==> src/hw/rtl/plh_pkg.sv <==
// Package for the linear-probe hash table: payload structs, status and
// opcode codes, and the splitmix64 finalizer constants. No dependencies.
`default_nettype none
package plh_pkg;

	localparam logic [1:0] OP_GET     = 2'd0;
	localparam logic [1:0] OP_SET     = 2'd1;
	localparam logic [1:0] OP_RESTART = 2'd2;
	localparam logic [1:0] OP_NEXT    = 2'd3;

	localparam logic [2:0] ST_OK        = 3'd0;
	localparam logic [2:0] ST_NOT_FOUND = 3'd1;
	localparam logic [2:0] ST_FULL      = 3'd2;
	localparam logic [2:0] ST_NULL      = 3'd3;
	localparam logic [2:0] ST_DONE      = 3'd4;

	localparam logic [63:0] MIX_ADD  = 64'h9e3779b97f4a7c15;
	localparam logic [63:0] MIX_MUL1 = 64'hbf58476d1ce4e5b9;
	localparam logic [63:0] MIX_MUL2 = 64'h94d049bb133111eb;
	localparam int MIX_SH1 = 30;
	localparam int MIX_SH2 = 27;
	localparam int MIX_SH3 = 31;

	typedef struct packed {
		logic [1:0]  opcode;
		logic [63:0] key;
		logic [31:0] value;
	} req_t;

	typedef struct packed {
		logic [2:0]  status;
		logic [63:0] entry_key;
		logic [31:0] entry_value;
		logic [10:0] entry_count;
	} rsp_t;

endpackage
`default_nettype wire

==> src/hw/rtl/plh_hash.sv <==
// Iterative splitmix64 finalizer built around one shared 32x32 multiplier.
// Depends on plh_pkg.
`default_nettype none
module plh_hash (
	input  wire logic        clk,
	input  wire logic        arst_n,
	input  wire logic        start,
	input  wire logic [63:0] key,
	output logic             done,
	output logic [63:0]      hash
);
	import plh_pkg::*;

	logic [3:0]  step_q;
	logic        busy_q;
	logic        done_q;
	logic [63:0] x_q;
	logic [63:0] m_q;
	logic [63:0] acc_q;
	logic [63:0] mul_c;
	logic [31:0] op_a;
	logic [31:0] op_b;
	logic [63:0] prod;
	logic [63:0] acc_next;

	// Steps 2..4 form the first 64-bit product, steps 6..8 the second; each
	// product is built from three 32-bit partial products, the high one dropped.
	always_comb begin
		mul_c    = (step_q >= 4'd5) ? MIX_MUL2 : MIX_MUL1;
		op_a     = (step_q == 4'd3 || step_q == 4'd7) ? m_q[63:32] : m_q[31:0];
		op_b     = (step_q == 4'd4 || step_q == 4'd8) ? mul_c[63:32] : mul_c[31:0];
		prod     = 64'(op_a) * 64'(op_b);
		acc_next = acc_q + {prod[31:0], 32'd0};
	end

	always_ff @(posedge clk or negedge arst_n) begin
		if (!arst_n) begin
			step_q <= '0;
			busy_q <= 1'b0;
			done_q <= 1'b0;
		end else begin
			done_q <= 1'b0;
			if (!busy_q) begin
				if (start) begin
					busy_q <= 1'b1;
					step_q <= 4'd1;
				end
			end else if (step_q == 4'd8) begin
				busy_q <= 1'b0;
				done_q <= 1'b1;
				step_q <= '0;
			end else begin
				step_q <= step_q + 4'd1;
			end
		end
	end

	always_ff @(posedge clk) begin
		if (!busy_q && start) begin
			x_q <= key + MIX_ADD;
		end else if (busy_q) begin
			case (step_q)
				4'd1: m_q <= x_q ^ (x_q >> MIX_SH1);
				4'd5: m_q <= x_q ^ (x_q >> MIX_SH2);
				4'd2, 4'd6: acc_q <= prod;
				4'd3, 4'd7: acc_q <= acc_next;
				4'd4, 4'd8: x_q <= acc_next;
				default: ;
			endcase
		end
	end

	assign done = done_q;
	assign hash = x_q ^ (x_q >> MIX_SH3);
endmodule
`default_nettype wire

==> config.mk <==
export PLATFORM = sky130hd
export DESIGN_NAME = plh_hash
export DESIGN_NICKNAME = d
export VERILOG_FILES = /design/src/hw/rtl/plh_pkg.sv /design/src/hw/rtl/plh_hash.sv
export SDC_FILE = /design/constraint.sdc
export NUM_CORES = 2
export LEC_CHECK = 0
export ABC_AREA = 1
export BUFFER_PORTS_ARGS = -buffer_cell sky130_fd_sc_hd__buf_2
export CORE_MARGIN = 10
export CORE_UTILIZATION = 25
export DETAILED_ROUTE_END_ITERATION = 10
export GPL_ROUTABILITY_DRIVEN = 0
export GPL_TIMING_DRIVEN = 0
export SLEW_MARGIN = 20
export SYNTH_ARGS = -nofsm -noshare
export SYNTH_HDL_FRONTEND = slang
export SYNTH_SLANG_ARGS = --single-unit
==> constraint.sdc <==
create_clock -name clk -period 9.9 [get_ports clk]
set_clock_uncertainty 0.15 [all_clocks]
set_input_delay 0 -clock clk [delete_from_list [all_inputs] [get_ports clk]]
set_output_delay 0 -clock clk [all_outputs]
set_load 0.05 [all_outputs]
==> flow_metrics.env <==
export IMPL_synth_yosys_seq_area_share=0.134
export IMPL_via_per_inst=4.86
export IMPL_grt_pass1_vias=39000
export IMPL_fin_crit_sh=0.994
export IMPL_path_clk_slew_ps=90
export IMPL_setup_viol=0
export IMPL_syn_instance_count=5258
export IMPL_path_max_fanout=10
export IMPL_fin_nets=6860
export IMPL_required_ps=9950
export IMPL_period_needed_ps=9840
export IMPL_place_hpwl_um=149000
export IMPL_outcome="completed"
export IMPL_grt_max_degree=28
export IMPL_start_util=0.252
export IMPL_synthTopCellsByArea="fa_1 38%, edfxtp_1 13%, inv_1 11%"
export IMPL_min_delay_path_class="in2reg"
export IMPL_core_mm2=0.174
export IMPL_synth_top_area_cell="fa_1"
export IMPL_slew_viol_final=0
export IMPL_cpPeakStageDelay_ps=610
export IMPL_clock_path_buffers=2
export IMPL_cp_arrival_ps=9890
export IMPL_h_tree_depth=4
export IMPL_ys_types=53
export IMPL_drive_above_1_share=0.148
export IMPL_crit_family="adder cells"
export IMPL_cts_tree="yes"
export IMPL_clockRootBuffer="clkbuf_16"
export IMPL_syn_nets=6522
export IMPL_syn_avg_cell_area_um2=8.37
export IMPL_slew_headroom=0.191
export IMPL_cp_common_cell="fa_1"
export IMPL_synth_edf_count=192
export IMPL_vias=38600
export IMPL_startpoint_type="register"
export IMPL_critical_path_depth=39
export IMPL_syn_area_mm2=0.0440
export IMPL_drt_iter0_markers=4299
export IMPL_utilization=0.301
export IMPL_yosysMostFrequentCell="inv_1"
export IMPL_tightest_slew_ps=1210
export IMPL_clock_sinks=198
export IMPL_grt_overflow_total=0
export IMPL_max_cap_violations=0
export IMPL_synth_common_cells="1261 x inv_1, 827 x fa_1, 784 x nand2_1"
export IMPL_synthArstFlopShare=0.0303
export IMPL_crit_path_end_kind="register"
export IMPL_synth_top_area_share=0.376
export IMPL_wire_per_inst_um=21.9
export IMPL_syn2layout_area_growth_pct=19.2
export IMPL_wirelength_um=174000
export IMPL_design_area_mm2=0.0525
export IMPL_postRouteAntennaNets=0
export IMPL_chipWidth_um=440
export IMPL_holdPathStages=5
export IMPL_rows=153
export IMPL_critPathKind="reg2reg"
export IMPL_antenna_found_initial=9
export IMPL_dominantRegCellSynth="edfxtp_1"
export IMPL_portBuffers=130
export IMPL_grt_usage=0.174
export IMPL_max_freq_mhz=102
export IMPL_dieHeight_um=440
export IMPL_numCtsBuffers=17
export IMPL_ios=132
export IMPL_rsz0062_at_grt="true"
export IMPL_dpl_cell_area_mm2=0.0478
export IMPL_crit_slowest_cell="fa_1"
export IMPL_drc=0
export IMPL_yosys_register_bits=198
export IMPL_ys_warn_count=0
export IMPL_critPathBufInv=10
export IMPL_die_area_mm2=0.193
export IMPL_hold_viol_final=0
export IMPL_first_pass_iters=6
export IMPL_clk_insertion_delay_late_ps=470
export IMPL_grt_pass1_wl_um=253000
export IMPL_rr_worst_depth=39
[placed cells by master, fill, tap and decap left out, drive strengths merged, types with 178 or more instances in the layout]
master and instances:
a21oi 178, buf 338, edfxtp 192, fa 827
ha 370, inv 1294, nand2 788, nand3 223
nor2 704, o21ai 196
[path summary, 6_finish.rpt]
| kind | slack, ps | endpoint | start |
|---|---|---|---|
| worst max-delay path | 60 | x_q[61] | step_q[0] |
| min in group asynchronous | 330 | step_q[1] | arst_n |
| worst min register to register | 370 | x_q[1] | acc_q[1] |
| worst min-delay path | 40 | x_q[36] | key[36] |
| worst max register to register | 60 | x_q[61] | step_q[0] |
| max in group asynchronous | 9040 | step_q[2] | arst_n |
[worst min-delay path, stage by stage]
cell     delay [ps]
buf_2           150
inv_1            90
nand2_1          60
nand2_1          50
o22ai_1         110
[logic make-up (layout without fill, tap and decap cells)]
| family | after synthesis | count (layout) | share of synthesized area |
|---|---|---|---|
| AO/OA/AOI/OAI | 445 | 445 | 0.0557 |
| adder cells (fa/ha/maj) | 1197 | 1197 | 0.481 |
| XOR/XNOR | 152 | 152 | 0.0302 |
| other | 0 | 4 | 0 |
| buffers and inverters | 1417 | 1768 | 0.125 |
| AND/OR/NAND/NOR | 1848 | 1848 | 0.173 |
| flip-flops | 198 | 198 | 0.134 |
| multiplexers | 1 | 1 | 0.000227 |
[state kept, by name, summed over array words and instances, names as in the netlist]
register,flops
acc_q,64
busy_q,1
done,1
m_q,64
step_q,4
x_q,64
[routing by layer]
metal  up-vias  global-route usage  wire length [um]
met5         -                   0                68
met4        10              0.0940             12500
met3       659              0.0503             21300
met2      2648               0.273             76800
met1     18700               0.214             63400
li1      16600                   -                 -
[layout make-up]
class                      count  area (um2)
multi-input combinational   3643       34700
fill                       18100      122000
clock inverter                15         240
clock buffer                  17         425
timing repair buffer         320        2380
inverter                    1287        4860
tap                         2325        2910
sequential                   198        5920
buffer                       129        1020
antenna                        4        10.0
[metrics by stage]
step	instances	setup WS [ps]	setup TNS (ps)	hold slack, ps
2_1_floorplan	5258	554	0	-446
3_3_place_gp	7713	-2670	-100140	-316
3_5_place_dp	7722	-2740	-103210	-312
4_1_cts	7842	-12.4	-27.0	3.42
5_1_grt	7936	-147	-1470	34.6
6_report	7938	62.8	0	37.2
[repair_timing]
| action | in CTS | in global routing |
|---|---|---|
| gates resized for setup | 334 | 285 |
| pin swaps | 33 | 110 |
| endpoints found under the hold margin | 61 | 0 |
| cloned | 1 | 2 |
| buffers inserted | 30 | 91 |
| setup endpoints to repair | 74 | 40 |
| hold buffers | 57 | 0 |
Power is left out: the tool's default activity adds up to more than one toggle a clock period on the data nets, which glitch-free logic cannot reach.
